--- src/hdl/pic_pkg.sv ---
// Package for the vectored priority interrupt controller.
// Types, command and register codes, and reset constants shared by all pic modules.
`timescale 1ns / 1ps

package pic_pkg;

  localparam int unsigned PIC_NUM_LINES   = 32;
  localparam int unsigned PIC_NUM_VECTORS = 8;
  localparam int unsigned IRQ_W           = 32;
  localparam int unsigned LINE_W          = 5;   // width of the index of a line within irq_lines

  localparam logic [31:0] MASK_RESET   = 32'hffff_fff8;
  localparam logic [31:0] NONMASK_BITS = 32'h0000_0007;

  typedef enum logic [2:0] {
    CMD_READ    = 3'd0,
    CMD_WRITE   = 3'd1,
    CMD_REPORT  = 3'd2,
    CMD_SPECIAL = 3'd3,
    CMD_CLEAR   = 3'd4
  } cmd_e;

  typedef enum logic [1:0] {
    TRAP_NORMAL = 2'd0,
    TRAP_POWER  = 2'd1,
    TRAP_DSP    = 2'd2,
    TRAP_BRKPT  = 2'd3
  } trap_e;

  typedef enum logic [1:0] {
    SVC_NONE   = 2'd0,
    SVC_POWER  = 2'd1,
    SVC_BREAK  = 2'd2,
    SVC_NORMAL = 2'd3
  } svc_e;

  // bus register map
  localparam logic [5:0] REG_SW        = 6'd0;
  localparam logic [5:0] REG_SW2       = 6'd1;
  localparam logic [5:0] REG_MASK      = 6'd2;
  localparam logic [5:0] REG_ENABLE    = 6'd3;
  localparam logic [5:0] REG_PREV      = 6'd4;
  localparam logic [5:0] REG_CURRENT   = 6'd5;
  localparam logic [5:0] REG_PENDING   = 6'd6;
  localparam logic [5:0] REG_CAUSE     = 6'd7;
  localparam logic [5:0] REG_VEC_BASE  = 6'd8;
  localparam logic [5:0] REG_PRIO_BASE = 6'd16;
  localparam logic [5:0] REG_PRIO_END  = 6'd48;

  // configuration port indexes
  localparam logic CFG_CORE_INSTANCE = 1'b0;
  localparam logic CFG_RESET_VECTOR  = 1'b1;

  localparam logic [1:0] SIG_NONE    = 2'd0;
  localparam logic [1:0] SIG_THREAD0 = 2'd1;
  localparam logic [1:0] SIG_THREAD1 = 2'd2;

  typedef struct packed {
    logic [2:0]  cmd;
    logic [5:0]  reg_index;
    logic [31:0] write_data;
    logic [31:0] irq_lines;
    logic [1:0]  trap_kind;
  } pic_in_t;

  typedef struct packed {
    logic [31:0] read_data;
    logic        taken;
    logic [31:0] target_pc;
    logic [1:0]  signal_thread;
  } pic_out_t;

  // encoder result handed to the core
  typedef struct packed {
    logic [IRQ_W-1:0]  irq;       // lines beyond the configured count cleared
    logic [LINE_W-1:0] top_line;  // highest set line, 0 when none set
  } pic_enc_t;

endpackage

--- src/hdl/pic_prienc.sv ---
// Line qualifier and priority encoder for the interrupt controller.
// Depends on pic_pkg.
`timescale 1ns / 1ps

module pic_prienc import pic_pkg::*; #(
  parameter int unsigned NUM_LINES = PIC_NUM_LINES
) (
  input  logic [IRQ_W-1:0] irq_i,
  output pic_enc_t         enc_o
);

  logic [IRQ_W-1:0]  irq_m;
  logic [LINE_W-1:0] top;

  always_comb begin
    for (int i = 0; i < IRQ_W; i++) begin
      irq_m[i] = irq_i[i] & (i < NUM_LINES);
    end
  end

  // ascending scan, highest set line wins
  always_comb begin
    top = '0;
    for (int i = 0; i < IRQ_W; i++) begin
      if (irq_m[i]) begin
        top = LINE_W'(i);
      end
    end
  end

  assign enc_o.irq      = irq_m;
  assign enc_o.top_line = top;

endmodule

--- src/hdl/pic_core.sv ---
// Controller state, tables and command execution for one item per cycle while fire_i is high.
// Depends on pic_pkg; fed by pic_prienc.
`timescale 1ns / 1ps

module pic_core import pic_pkg::*; #(
  parameter int unsigned NUM_LINES   = PIC_NUM_LINES,
  parameter int unsigned NUM_VECTORS = PIC_NUM_VECTORS
) (
  input  logic        clk_i,
  input  logic        rst_ni,
  input  logic        fire_i,
  input  pic_in_t     item_i,
  input  pic_enc_t    enc_i,
  input  logic        core_instance_i,
  input  logic [31:0] reset_vector_i,
  output pic_out_t    result_o
);

  localparam int unsigned PRIO_DEPTH = (NUM_LINES < IRQ_W) ? NUM_LINES : IRQ_W;
  localparam int unsigned PRIO_AW    = $clog2(PRIO_DEPTH);
  localparam int unsigned VEC_AW     = $clog2(NUM_VECTORS);

  logic [31:0] mask_q, mask_d;
  logic [31:0] enable_q, enable_d;
  logic [2:0]  cur_q, cur_d;
  logic [31:0] prev_q, prev_d;
  logic [31:0] cause_q, cause_d;
  logic [31:0] sw_q, sw_d;
  logic [31:0] sw2_q, sw2_d;
  logic [1:0]  svc_q, svc_d;
  logic [31:0] vec_q  [NUM_VECTORS];
  logic [2:0]  prio_q [PRIO_DEPTH];

  logic        is_read, is_write, is_report, is_special, is_clear;
  logic [5:0]  r;
  logic [31:0] wd;
  logic [31:0] irq;
  logic [1:0]  kind;
  logic        in_prio_range, in_vec_range;
  logic [4:0]  prio_off;
  logic [4:0]  prio_addr;
  logic [2:0]  prio_rd;
  logic [VEC_AW-1:0] vec_addr;
  logic [31:0] vec_rd;
  logic        enabled;
  logic        vec_we, prio_we;
  logic [31:0] rd;
  logic        tk;
  logic [31:0] pc;
  logic [1:0]  sig;

  assign r    = item_i.reg_index;
  assign wd   = item_i.write_data;
  assign irq  = enc_i.irq;
  assign kind = item_i.trap_kind;

  assign is_read    = (item_i.cmd == CMD_READ);
  assign is_write   = (item_i.cmd == CMD_WRITE);
  assign is_report  = (item_i.cmd == CMD_REPORT);
  assign is_special = (item_i.cmd == CMD_SPECIAL);
  assign is_clear   = (item_i.cmd == CMD_CLEAR);

  assign in_vec_range  = (r >= REG_VEC_BASE) && (r < REG_PRIO_BASE);
  assign in_prio_range = (r >= REG_PRIO_BASE) && (r < REG_PRIO_END);
  assign prio_off      = 5'(r - REG_PRIO_BASE);

  // one read port per table: the bus index on a read, else the top line (vector: level or 7)
  assign prio_addr = is_read ? prio_off : enc_i.top_line;
  assign prio_rd   = ({1'b0, prio_addr} < 6'(PRIO_DEPTH)) ? prio_q[prio_addr[PRIO_AW-1:0]]
                                                          : 3'd0;

  always_comb begin
    if (is_read) begin
      vec_addr = VEC_AW'(r - REG_VEC_BASE);
    end else if (is_report && (kind == TRAP_DSP)) begin
      vec_addr = VEC_AW'(NUM_VECTORS - 1);
    end else begin
      vec_addr = prio_rd[VEC_AW-1:0];
    end
  end
  assign vec_rd = vec_q[vec_addr];

  // lines 0..2 are never masked
  assign enabled = (|(irq & NONMASK_BITS)) || ((enable_q != '0) && (|(~mask_q & irq)));

  always_comb begin
    mask_d   = mask_q;
    enable_d = enable_q;
    cur_d    = cur_q;
    prev_d   = prev_q;
    cause_d  = cause_q;
    sw_d     = sw_q;
    sw2_d    = sw2_q;
    svc_d    = svc_q;
    vec_we   = 1'b0;
    prio_we  = 1'b0;
    rd       = '0;
    tk       = 1'b0;
    pc       = '0;
    sig      = SIG_NONE;

    if (is_read) begin
      priority if (r == REG_SW)      rd = sw_q;
      else if (r == REG_SW2)         rd = sw2_q;
      else if (r == REG_MASK)        rd = mask_q;
      else if (r == REG_ENABLE)      rd = enable_q;
      else if (r == REG_PREV)        rd = prev_q;
      else if (r == REG_CURRENT)     rd = {29'd0, cur_q};
      else if (r == REG_PENDING)     rd = '0;
      else if (r == REG_CAUSE)       rd = cause_q;
      else if (in_vec_range)         rd = vec_rd;
      else if (in_prio_range)        rd = {29'd0, prio_rd};
      else                           rd = '0;
    end else if (is_write) begin
      priority if (r == REG_SW) begin
        sw_d = wd;
        sig  = core_instance_i ? SIG_THREAD1 : SIG_THREAD0;
      end else if (r == REG_SW2) begin
        sw2_d = wd;
      end else if (r == REG_MASK) begin
        mask_d = wd & ~NONMASK_BITS;
      end else if (r == REG_ENABLE) begin
        enable_d = wd;
      end else if (r == REG_PREV) begin
        prev_d = wd;
      end else if (in_vec_range) begin
        vec_we = 1'b1;
      end else if (in_prio_range) begin
        prio_we = ({1'b0, prio_off} < 6'(PRIO_DEPTH));
      end else begin
        // current, pending, cause and unused indexes ignore writes
      end
    end else if (is_report && (kind == TRAP_POWER)) begin
      svc_d = SVC_POWER;
      pc    = reset_vector_i;
      tk    = 1'b1;
    end else if (is_report && (kind == TRAP_DSP)) begin
      svc_d   = SVC_BREAK;
      prev_d  = {29'd0, cur_q};
      cur_d   = 3'd7;
      cause_d = irq;
      pc      = vec_rd;
      tk      = 1'b1;
    end else if (is_report && (kind == TRAP_BRKPT)) begin
      svc_d   = SVC_BREAK;
      cause_d = irq;
      pc      = vec_rd;
      tk      = 1'b1;
    end else if ((is_report && enabled && (svc_q != SVC_BREAK) && (cur_q <= prio_rd)) ||
                 (is_special && enabled)) begin
      cause_d  = irq;
      svc_d    = SVC_NORMAL;
      prev_d   = {27'd0, enable_q[0], 1'b0, cur_q};
      cur_d    = prio_rd;
      enable_d = '0;
      pc       = vec_rd;
      tk       = 1'b1;
    end else if (is_clear) begin
      svc_d = SVC_NONE;
      if (svc_q != SVC_BREAK) begin
        enable_d = {31'd0, prev_q[4]};
        cur_d    = prev_q[2:0];
      end
    end
  end

  always_ff @(posedge clk_i or negedge rst_ni) begin
    if (!rst_ni) begin
      mask_q   <= MASK_RESET;
      enable_q <= '0;
      cur_q    <= '0;
      prev_q   <= '0;
      cause_q  <= '0;
      sw_q     <= '0;
      sw2_q    <= '0;
      svc_q    <= SVC_NONE;
      for (int i = 0; i < NUM_VECTORS; i++) begin
        vec_q[i] <= '0;
      end
      for (int i = 0; i < PRIO_DEPTH; i++) begin
        prio_q[i] <= '0;
      end
    end else if (fire_i) begin
      mask_q   <= mask_d;
      enable_q <= enable_d;
      cur_q    <= cur_d;
      prev_q   <= prev_d;
      cause_q  <= cause_d;
      sw_q     <= sw_d;
      sw2_q    <= sw2_d;
      svc_q    <= svc_d;
      if (vec_we) begin
        vec_q[VEC_AW'(r - REG_VEC_BASE)] <= wd;
      end
      if (prio_we) begin
        prio_q[prio_off[PRIO_AW-1:0]] <= wd[2:0];
      end
    end
  end

  assign result_o.read_data     = rd;
  assign result_o.taken         = tk;
  assign result_o.target_pc     = pc;
  assign result_o.signal_thread = sig;

  // an accepted normal or special report always drops the global enable
  a_take_clears_enable: assert property (@(posedge clk_i) disable iff (!rst_ni)
    fire_i && tk && (is_special || (is_report && (kind == TRAP_NORMAL)))
    |=> (enable_q == '0))
    else $error("enable still set after an accepted interrupt");

  a_dsp_sets_break: assert property (@(posedge clk_i) disable iff (!rst_ni)
    fire_i && is_report && (kind == TRAP_DSP)
    |=> (cur_q == 3'd7) && (svc_q == SVC_BREAK))
    else $error("dsp reset did not enter break service at level 7");

  a_taken_only_on_report: assert property (@(posedge clk_i) disable iff (!rst_ni)
    fire_i && tk |-> (is_report || is_special))
    else $error("taken raised for a non-report item");

  a_signal_only_on_sw: assert property (@(posedge clk_i) disable iff (!rst_ni)
    fire_i && (sig != SIG_NONE) |-> (is_write && (r == REG_SW)))
    else $error("thread signal without a software interrupt write");

  a_mask_low_clear: assert property (@(posedge clk_i) disable iff (!rst_ni)
    fire_i && is_write && (r == REG_MASK) |=> (mask_q[2:0] == 3'd0))
    else $error("non-maskable bits stored in mask");

endmodule

--- src/hdl/priority_interrupt_controller_top.sv ---
// Top level of the vectored priority interrupt controller.
// Depends on pic_pkg, pic_prienc and pic_core.
`timescale 1ns / 1ps

// Usage:
//   Input channel (in_valid_i / in_stall_o / in_data_i) carries one command item:
//   bus read, bus write, interrupt report, special report or clear.
//   Output channel (out_valid_o / out_stall_i / out_data_o) returns exactly one
//   result item for every input item, in order.
//   From input acceptance an item waits in the input register, then the
//   encoder, table reads and state update run in a single pass into the
//   result register.
//   Throughput is one item per cycle while the receiver does not stall; the state update of one item is visible
//   to the next item with no bubble.
//   When the receiver stalls, the result register holds its item; the input
//   register keeps filling, and in_stall_o rises once both are full.
//   Reset clears all state to its reset values (mask 0xfffffff8, everything
//   else zero) at once; items are accepted from the first cycle after reset.
//   cfg_we_i writes core_instance (index 0) or reset_vector (index 1); write
//   only while no item is in flight.
module priority_interrupt_controller_top import pic_pkg::*; #(
  parameter int unsigned NUM_LINES   = PIC_NUM_LINES,
  parameter int unsigned NUM_VECTORS = PIC_NUM_VECTORS
) (
  input  logic        clk_i,
  input  logic        rst_ni,
  input  logic        cfg_we_i,
  input  logic        cfg_index_i,
  input  logic [31:0] cfg_data_i,
  input  logic        in_valid_i,
  output logic        in_stall_o,
  input  pic_in_t     in_data_i,
  output logic        out_valid_o,
  input  logic        out_stall_i,
  output pic_out_t    out_data_o
);

  logic        core_instance_q;
  logic [31:0] reset_vector_q;
  logic        in_valid_q;
  pic_in_t     in_q;
  logic        out_valid_q;
  pic_out_t    out_q;
  logic        fire;
  pic_enc_t    enc;
  pic_out_t    result;

  always_ff @(posedge clk_i or negedge rst_ni) begin
    if (!rst_ni) begin
      core_instance_q <= 1'b0;
      reset_vector_q  <= '0;
    end else if (cfg_we_i) begin
      unique case (cfg_index_i)
        CFG_CORE_INSTANCE: core_instance_q <= cfg_data_i[0];
        CFG_RESET_VECTOR:  reset_vector_q  <= cfg_data_i;
        default: ;
      endcase
    end
  end

  // item leaves the input register when the result register is free or draining
  assign fire       = in_valid_q && (!out_valid_q || !out_stall_i);
  assign in_stall_o = in_valid_q && !fire;

  always_ff @(posedge clk_i or negedge rst_ni) begin
    if (!rst_ni) begin
      in_valid_q <= 1'b0;
    end else if (!in_stall_o) begin
      in_valid_q <= in_valid_i;
    end
  end

  always_ff @(posedge clk_i) begin
    if (!in_stall_o && in_valid_i) begin
      in_q <= in_data_i;
    end
  end

  pic_prienc #(
    .NUM_LINES (NUM_LINES)
  ) u_prienc (
    .irq_i (in_q.irq_lines),
    .enc_o (enc)
  );

  pic_core #(
    .NUM_LINES   (NUM_LINES),
    .NUM_VECTORS (NUM_VECTORS)
  ) u_core (
    .clk_i           (clk_i),
    .rst_ni          (rst_ni),
    .fire_i          (fire),
    .item_i          (in_q),
    .enc_i           (enc),
    .core_instance_i (core_instance_q),
    .reset_vector_i  (reset_vector_q),
    .result_o        (result)
  );

  always_ff @(posedge clk_i or negedge rst_ni) begin
    if (!rst_ni) begin
      out_valid_q <= 1'b0;
    end else if (fire) begin
      out_valid_q <= 1'b1;
    end else if (!out_stall_i) begin
      out_valid_q <= 1'b0;
    end
  end

  always_ff @(posedge clk_i) begin
    if (fire) begin
      out_q <= result;
    end
  end

  assign out_valid_o = out_valid_q;
  assign out_data_o  = out_q;

endmodule

--- config.mk ---
export PLATFORM = sky130hd
export DESIGN_NAME = priority_interrupt_controller_top
export DESIGN_NICKNAME = d
export VERILOG_FILES = /design/src/hdl/pic_pkg.sv /design/src/hdl/pic_prienc.sv /design/src/hdl/pic_core.sv /design/src/hdl/priority_interrupt_controller_top.sv
export SDC_FILE = /design/constraint.sdc
export NUM_CORES = 1
export LEC_CHECK = 0
export BUFFER_PORTS_ARGS = -buffer_cell sky130_fd_sc_hd__buf_2
export CORE_UTILIZATION = 55
export CTS_CLUSTER_DIAMETER = 200
export CTS_CLUSTER_SIZE = 10
export DETAILED_ROUTE_END_ITERATION = 10
export PLACE_DENSITY = 0.78
export SKIP_CTS_REPAIR_TIMING = 1
export SLEW_MARGIN = 20
export SYNTH_ARGS = -nofsm -noshare
export SYNTH_HDL_FRONTEND = slang
export SYNTH_HIERARCHICAL = 1
export SYNTH_SLANG_ARGS = --single-unit
--- constraint.sdc ---
create_clock -name clk_i -period 8.2 [get_ports clk_i]
set_input_delay 1.64 -clock clk_i [delete_from_list [all_inputs] [get_ports clk_i]]
set_output_delay 1.64 -clock clk_i [all_outputs]
set_load 0.01 [all_outputs]
## Word level (Yosys, flattened, before mapping)

Index checks and enable logic that the tools add are counted.

| word-level totals | value |
|---|---|
| flip-flop bits (word level) | 723 |
| bits in latches | 0 |
| memory bits (writable) | 0 |
| memory bits (read-only) | 0 |
| output and inout port bits | 69 |
| logic and storage cells | 279 |
| memories | 0 |

| operators by class | value |
|---|---|
| $add $sub $neg | 2 |
| $mul | 0 |
| div/mod/pow operators | 0 |
| magnitude comparators | 11 |
| equal/unequal tests | 27 |
| shift operators | 0 |
| multiplexer cells | 118 |
| bitwise gates (word level) | 12 |
| reductions and logical operators | 48 |

Operators by type and width:

| operator | number |
|---|---|
| 32-bit two-way mux | 40 |
| 256-bit bitwise mux | 1 |
| 5-bit two-way mux | 31 |
| 32-bit binary-select mux with 3-bit select | 1 |
| 96-bit bitwise mux | 1 |
| 32-bit demux with 3-bit select | 1 |
| 3-bit two-way mux | 11 |
| 32-bit bitwise AND | 1 |
| 32-bit NOT | 1 |
| 32-bit nonzero test | 1 |
| 32-bit OR reduction | 1 |
| 6-bit by 3-bit equality test with 1-bit output (second input constant) | 4 |
| 1-bit two-way mux | 24 |
| 3-bit nonzero test | 6 |
| 3-bit binary-select mux with 5-bit select | 1 |
| 3-bit demux with 5-bit select | 1 |
| 1-bit logical AND | 15 |
| 2-bit != test (second input constant) | 7 |
| 6-bit by 2-bit equality test with 1-bit output (second input constant) | 2 |
| 6-bit >= comparator (second input constant) | 2 |
| 2-bit two-way mux | 6 |
| 5-bit NOT with 6-bit output | 2 |
| 11-bit AND reduction | 1 |
| 2-bit by 1-bit != test with 1-bit output (second input constant) | 5 |
| 32 further kinds | 52 |

## Depth between registers and ports, before layout

| depth | value |
|---|---|
| depth in word-level cells | 51 |
| mapped depth | 25 |
| gate-level depth less buffers | 22 |

## By module

Netlist, hierarchy kept.

By module, submodules not included:

| module | times used | cells each | area an instance (µm²) | sequential area each (µm²) |
|---|---|---|---|---|
| pic_core | 1 | 2340 | 27286.2 | 13699.4 |
| priority_interrupt_controller_top | 1 | 221 | 5738.0 | 5139.9 |
| pic_prienc | 1 | 92 | 581.8 | 0.0 |

## Worst setup path before layout

Ideal clock, no wire load.

| timing | value |
|---|---|
| path kind | input-to-reg |
| start | in out_stall_i |
| end | reg u_core/vec_q[162] (netlist name) |
| setup time | 125 ps |
| data arrival time | 8921 ps |
| required time | 8075 ps |
| slack | -846 ps |
| cell stages on the path | 8 |
| path buffers | 2 |
| cell sequence | a21boi_0 -> and3_1 -> nand2_1 -> nor4_1 -> and2_1 -> clkbuf_1 -> buf_1 -> mux2_2 |

| between the ends | value |
|---|---|
| longest elaborated chain between the ends | 4 |

RTL lines:

| element | line | RTL |
|---|---|---|
| from (decl) | priority_interrupt_controller_top.sv:34 | `input logic out_stall_i,` |
| 1-bit logical NOT | n/a |  |
| 1-bit logical OR | priority_interrupt_controller_top.sv:62 | `assign fire = in_valid_q && (!out_valid_q \|\| !out_stall_i);` |
| 1-bit logical AND | priority_interrupt_controller_top.sv:62 |  |
| 2-bit AND reduction (no source line) | n/a |  |
| to (signal, indexed assignment) | pic_core.sv:193 | `vec_q[VEC_AW'(r - REG_VEC_BASE)] <= wd;` |
| to (decl) | pic_core.sv:31 | `logic [31:0] vec_q [NUM_VECTORS];` |

Every way passes these cells.
A chain may end at the register's enable or synchronous reset.

==> qor.json <==
{
  "synth_mux_area_share": {"value": 24.4, "unit": "%"},
  "finish.net_count": {"value": 2861},
  "layout_common_cells": {"value": "552 x sky130_fd_sc_hd__dfrtp_1, 514 x sky130_fd_sc_hd__mux2_2, 187 x sky130_fd_sc_hd__nand2_1"},
  "syn-instance-count": {"value": 2653},
  "crit_path_max_fanout": {"value": 64},
  "routed_wirelength": {"value": 95300, "unit": "µm"},
  "port_buffers": {"value": 181},
  "layout_commonest_cell": {"value": "sky130_fd_sc_hd__dfrtp_1"},
  "post_synth_and_or_nand_nor_area_fraction": {"value": 6.54, "unit": "%"},
  "reg2reg_from": {"value": "in_q[14]"},
  "initial_utilization": {"value": 55.7, "unit": "%"},
  "synthXorXnorAreaFrac": {"value": 0, "unit": "%"},
  "clkPwrFrac": {"value": 39.4, "unit": "%"},
  "net-switching-power": {"value": 2.32, "unit": "mW"},
  "dominant_combinational_cell_family_by_area_after_synthesis": {"value": "multiplexers"},
  "final_layout_size_suffix_gt1_share": {"value": 33.3, "unit": "%"},
  "pre_cts_slack": {"value": 1.65, "unit": "ns"},
  "rsz0062_at_grt": {"value": "false"},
  "synth.avg_cell_area": {"value": 12.7, "unit": "µm²"},
  "first_pass_grt_wire_length": {"value": 145000, "unit": "µm"},
  "die_footprint": {"value": 62100, "unit": "µm²"},
  "tns": {"value": 0, "unit": "ns"},
  "postRouteAntennaNets": {"value": 0},
  "critPathSlowestCell": {"value": "sky130_fd_sc_hd__nand3_2"},
  "crit_chain": {"value": "or3_1, a221oi_1, o21ai_1, a221oi_4, buf_4, o21a_1, a211oi_1, nor3_1, a32o_1, or2_2, inv_1, ha_1, nor2b_1, o21a_1, o21ai_0, a21oi_1, nor3b_1, o41ai_2, nand3_1, nand3_2, nand2_1, o21ai_0"},
  "global_route.overflow_total": {"value": 0},
  "synth-seq-area-share": {"value": 56.1, "unit": "%"},
  "netlist_top_cells_area": {"value": "sky130_fd_sc_hd__dfrtp_1 41%, sky130_fd_sc_hd__mux2_2 17%, sky130_fd_sc_hd__edfxtp_1 13%"},
  "clk_latency": {"value": 0.64, "unit": "ns"},
  "routed_via_density": {"value": 6.44},
  "cts_inserted_buffers": {"value": 82},
  "yosys_warnings": {"value": 6},
  "drv_cap": {"value": 0},
  "fraction_of_registers_with_async_set_or_reset_after_synthesis": {"value": 80.4, "unit": "%"},
  "die_outline_width": {"value": 249, "unit": "µm"},
  "area_delta_synth_final": {"value": 11.0, "unit": "%"},
  "worstSetupStartpointType": {"value": "flop"},
  "multi_input_area": {"value": 13600, "unit": "µm²"},
  "first_global_vias": {"value": 23600},
  "post_layout_nonfiller_instances": {"value": 3588},
  "number_of_hold_violations_in_the_final_report": {"value": 0},
  "fmax": {"value": 0.149, "unit": "GHz"},
  "vdd_drop_max": {"value": 0.000195, "unit": "V"},
  "synth_compound_area_share": {"value": 8.93, "unit": "%"},
  "gp_congestion": {"value": 0.938},
  "final.period_utilization": {"value": 81.9, "unit": "%"},
  "cts.clk_slew.worst_paths": {"value": 0.06, "unit": "ns"},
  "worst_setup_path_end_kind": {"value": "flop"},
  "drt_first_pass_iters": {"value": 6},
  "mapped_area": {"value": 33600, "unit": "µm²"},
  "number_of_sinks_on_the_clock_net": {"value": 723},
  "hold_path.class": {"value": "reg -> reg"},
  "initial_antenna_violation_count": {"value": 0},
  "grt_start_max_net_pins": {"value": 186},
  "finalCoreUtilization": {"value": 61.8, "unit": "%"},
  "timing.clock.skew": {"value": 0.0297, "unit": "ns"},
  "timing.max_slew.rel_slack": {"value": 25.7, "unit": "%"},
  "synth_fp_nets": {"value": 2771},
  "pin_count": {"value": 182},
  "internal_power": {"value": 6.20, "unit": "mW"},
  "detail_routed_net_length_per_standard_cell": {"value": 26.6, "unit": "µm"},
  "ctsHtreeMaxLevel": {"value": 3},
  "worst_ep_required_time": {"value": 8.67, "unit": "ns"},
  "synthAdderAreaFrac": {"value": 0.186, "unit": "%"},
  "clock_tree_from_tritoncts": {"value": "done"},
  "power.share.switching": {"value": 27.2, "unit": "%"},
  "min_delay_path_depth": {"value": 1},
  "slowest_delay": {"value": 0.85, "unit": "ns"},
  "overall_via_count_from_detail_route": {"value": 23100},
  "whs_endpoint": {"value": "u_core/sw_q[8]"},
  "post_synthesis_register_bit_count": {"value": 723},
  "min-delay-start": {"value": "u_core/sw_q[8]"},
  "critical_path_class": {"value": "reg -> reg"},
  "worst_slack": {"value": 1.48, "unit": "ns"},
  "number_of_flops_mapped_to_enable_cells_by_yosys": {"value": 142},
  "fillers": {"value": 4598},
  "core-area": {"value": 60400, "unit": "µm²"},
  "die_h": {"value": 249, "unit": "µm"},
  "placed_cells": {"value": 3441},
  "synth_top_flop_cell": {"value": "sky130_fd_sc_hd__dfrtp_1"},
  "finalSetupViolations": {"value": 0},
  "initialDrtViolationCount": {"value": 2488},
  "clk_root_buffer_cell": {"value": "sky130_fd_sc_hd__clkbuf_16"},
  "post-route-min-period": {"value": 6.72, "unit": "ns"},
  "worst_ep_arrival_time": {"value": 7.19, "unit": "ns"},
  "dp.final_hpwl": {"value": 61700, "unit": "µm"},
  "area.sequential": {"value": 18800, "unit": "µm²"},
  "grtUsageTotal": {"value": 30.6, "unit": "%"},
  "synthDominantCellAreaShare": {"value": 41.1, "unit": "%"},
  "remaining_design_rule_violation_count": {"value": 0},
  "floorplan.rows": {"value": 90},
  "clk_path_buf_depth": {"value": 3},
  "power_density": {"value": 228, "unit": "nW/µm²"},
  "synth_top_cell_by_area": {"value": "sky130_fd_sc_hd__dfrtp_1"},
  "worst_slew_pin_slew": {"value": 1.11, "unit": "ns"},
  "power_frac_comb": {"value": 11.6, "unit": "%"},
  "p_leak": {"value": 17.3, "unit": "nW"},
  "run_status": {"value": "complete, no violations"},
  "critical_path.reg2reg.endpoint": {"value": "u_core/enable_q[30]"},
  "yosysUniqueCellTypes": {"value": 76},
  "timing.reg2reg.setup_slack": {"value": 1.48, "unit": "ns"},
  "r2r.worst_path.cells": {"value": 22},
  "finalMaxSlewViolations": {"value": 0},
  "pwr-share-seq": {"value": 49.0, "unit": "%"}
}
## flip-flops by register name, summed over array words and instances, names as in the netlist, 2 cells and up
signal and flops:
u_core/cause_q 32, u_core/prio_q 96, u_core/prev_q 32, u_core/svc_q 2, u_core/sw_q 32, reset_vector_q 32
u_core/mask_q 29, u_core/enable_q 32, u_core/vec_q 256, out_data_o 67, in_q 75, u_core/sw2_q 32
u_core/cur_q 3
## Yosys cell counts (31+ instances only)
cell type                  number
sky130_fd_sc_hd__a21oi_1       86
sky130_fd_sc_hd__a22o_1        36
sky130_fd_sc_hd__a22oi_1       81
sky130_fd_sc_hd__buf_4         38
sky130_fd_sc_hd__clkbuf_1     126
sky130_fd_sc_hd__dfrtp_1      552
sky130_fd_sc_hd__edfxtp_1     142
sky130_fd_sc_hd__inv_1         53
sky130_fd_sc_hd__mux2_2       514
sky130_fd_sc_hd__mux2_4        31
sky130_fd_sc_hd__mux2i_1      152
sky130_fd_sc_hd__nand2_1      187
sky130_fd_sc_hd__nand3_1       47
sky130_fd_sc_hd__nor2_1       111
sky130_fd_sc_hd__nor2b_1       31
sky130_fd_sc_hd__o21ai_0       58
sky130_fd_sc_hd__o21ai_1       48
sky130_fd_sc_hd__o22ai_1       37
## worst max-delay path by stage
stage	from	cells past startpoint	end
finish	in_q[14]	22	u_core/enable_q[30]
global route	in_q[14]	21	u_core/enable_q[30]
CTS	in_q[14]	22	u_core/enable_q[2]
detailed placement	in_q[14]	22	u_core/enable_q[22]
global placement	in_q[14]	23	u_core/enable_q[15]
floorplan	out_stall_i	8	u_core/vec_q[162]
## per-layer routing
| layer | wire length (µm) | track usage, % |
|---|---|---|
| met1 | 39200 | 41.4 |
| met2 | 45400 | 49.3 |
| met3 | 7340 | 5.30 |
| met4 | 3360 | 12.3 |
| met5 | 0 | 0 |
## logic make-up (layout without fill, tap and decap cells)
kind of cell             count (synthesis)  count (layout)
adder cells (fa/ha/maj)                  5               5
AO/OA/AOI/OAI                          450             450
buffers and inverters                  280             432
flip-flops                             723             723
AND/OR/NAND/NOR                        472             472
multiplexers                           723             723
other                                    0               1
## final cells by class
type                       instances  area share (%)
clock buffer                     138            6.06
multi-input combinational       1650            36.3
inverter                          53           0.533
sequential                       723            50.5
antenna                            1         0.00671
clock inverter                     8           0.329
tap                              782            2.62
timing repair buffer             233            3.65
## power groups by stage
stage	Clock, mW	Sequential (mW)	Combinational, mW
global route	3.56	4.20	1.05
floorplan	0	4.11	0.635
finish	3.35	4.18	0.988
global placement	0	4.23	0.940
CTS	3.40	4.17	0.978
detailed placement	0	4.23	0.970
## per-stage QoR
step	hold slack, ns	cell area (µm²)	total power, mW
final	0.496	37300	8.52
after global routing	0.507	37300	8.81
after CTS	0.497	37300	8.55
after detailed placement	0.467	34900	5.20
after global placement	0.456	34900	5.17
after floorplan	0.441	33600	4.75
## worst max-delay path: cells and delay by family, from the launching register on
| family | cells | cell delay, ns |
|---|---|---|
| compound gates | 11 | 2.62 |
| simple gates | 8 | 2.65 |
| fa+ha+maj | 1 | 0.27 |
| flops | 1 | 0.43 |
| buf+inv | 2 | 0.53 |
Note: power is estimated with default switching activity, not from simulation.
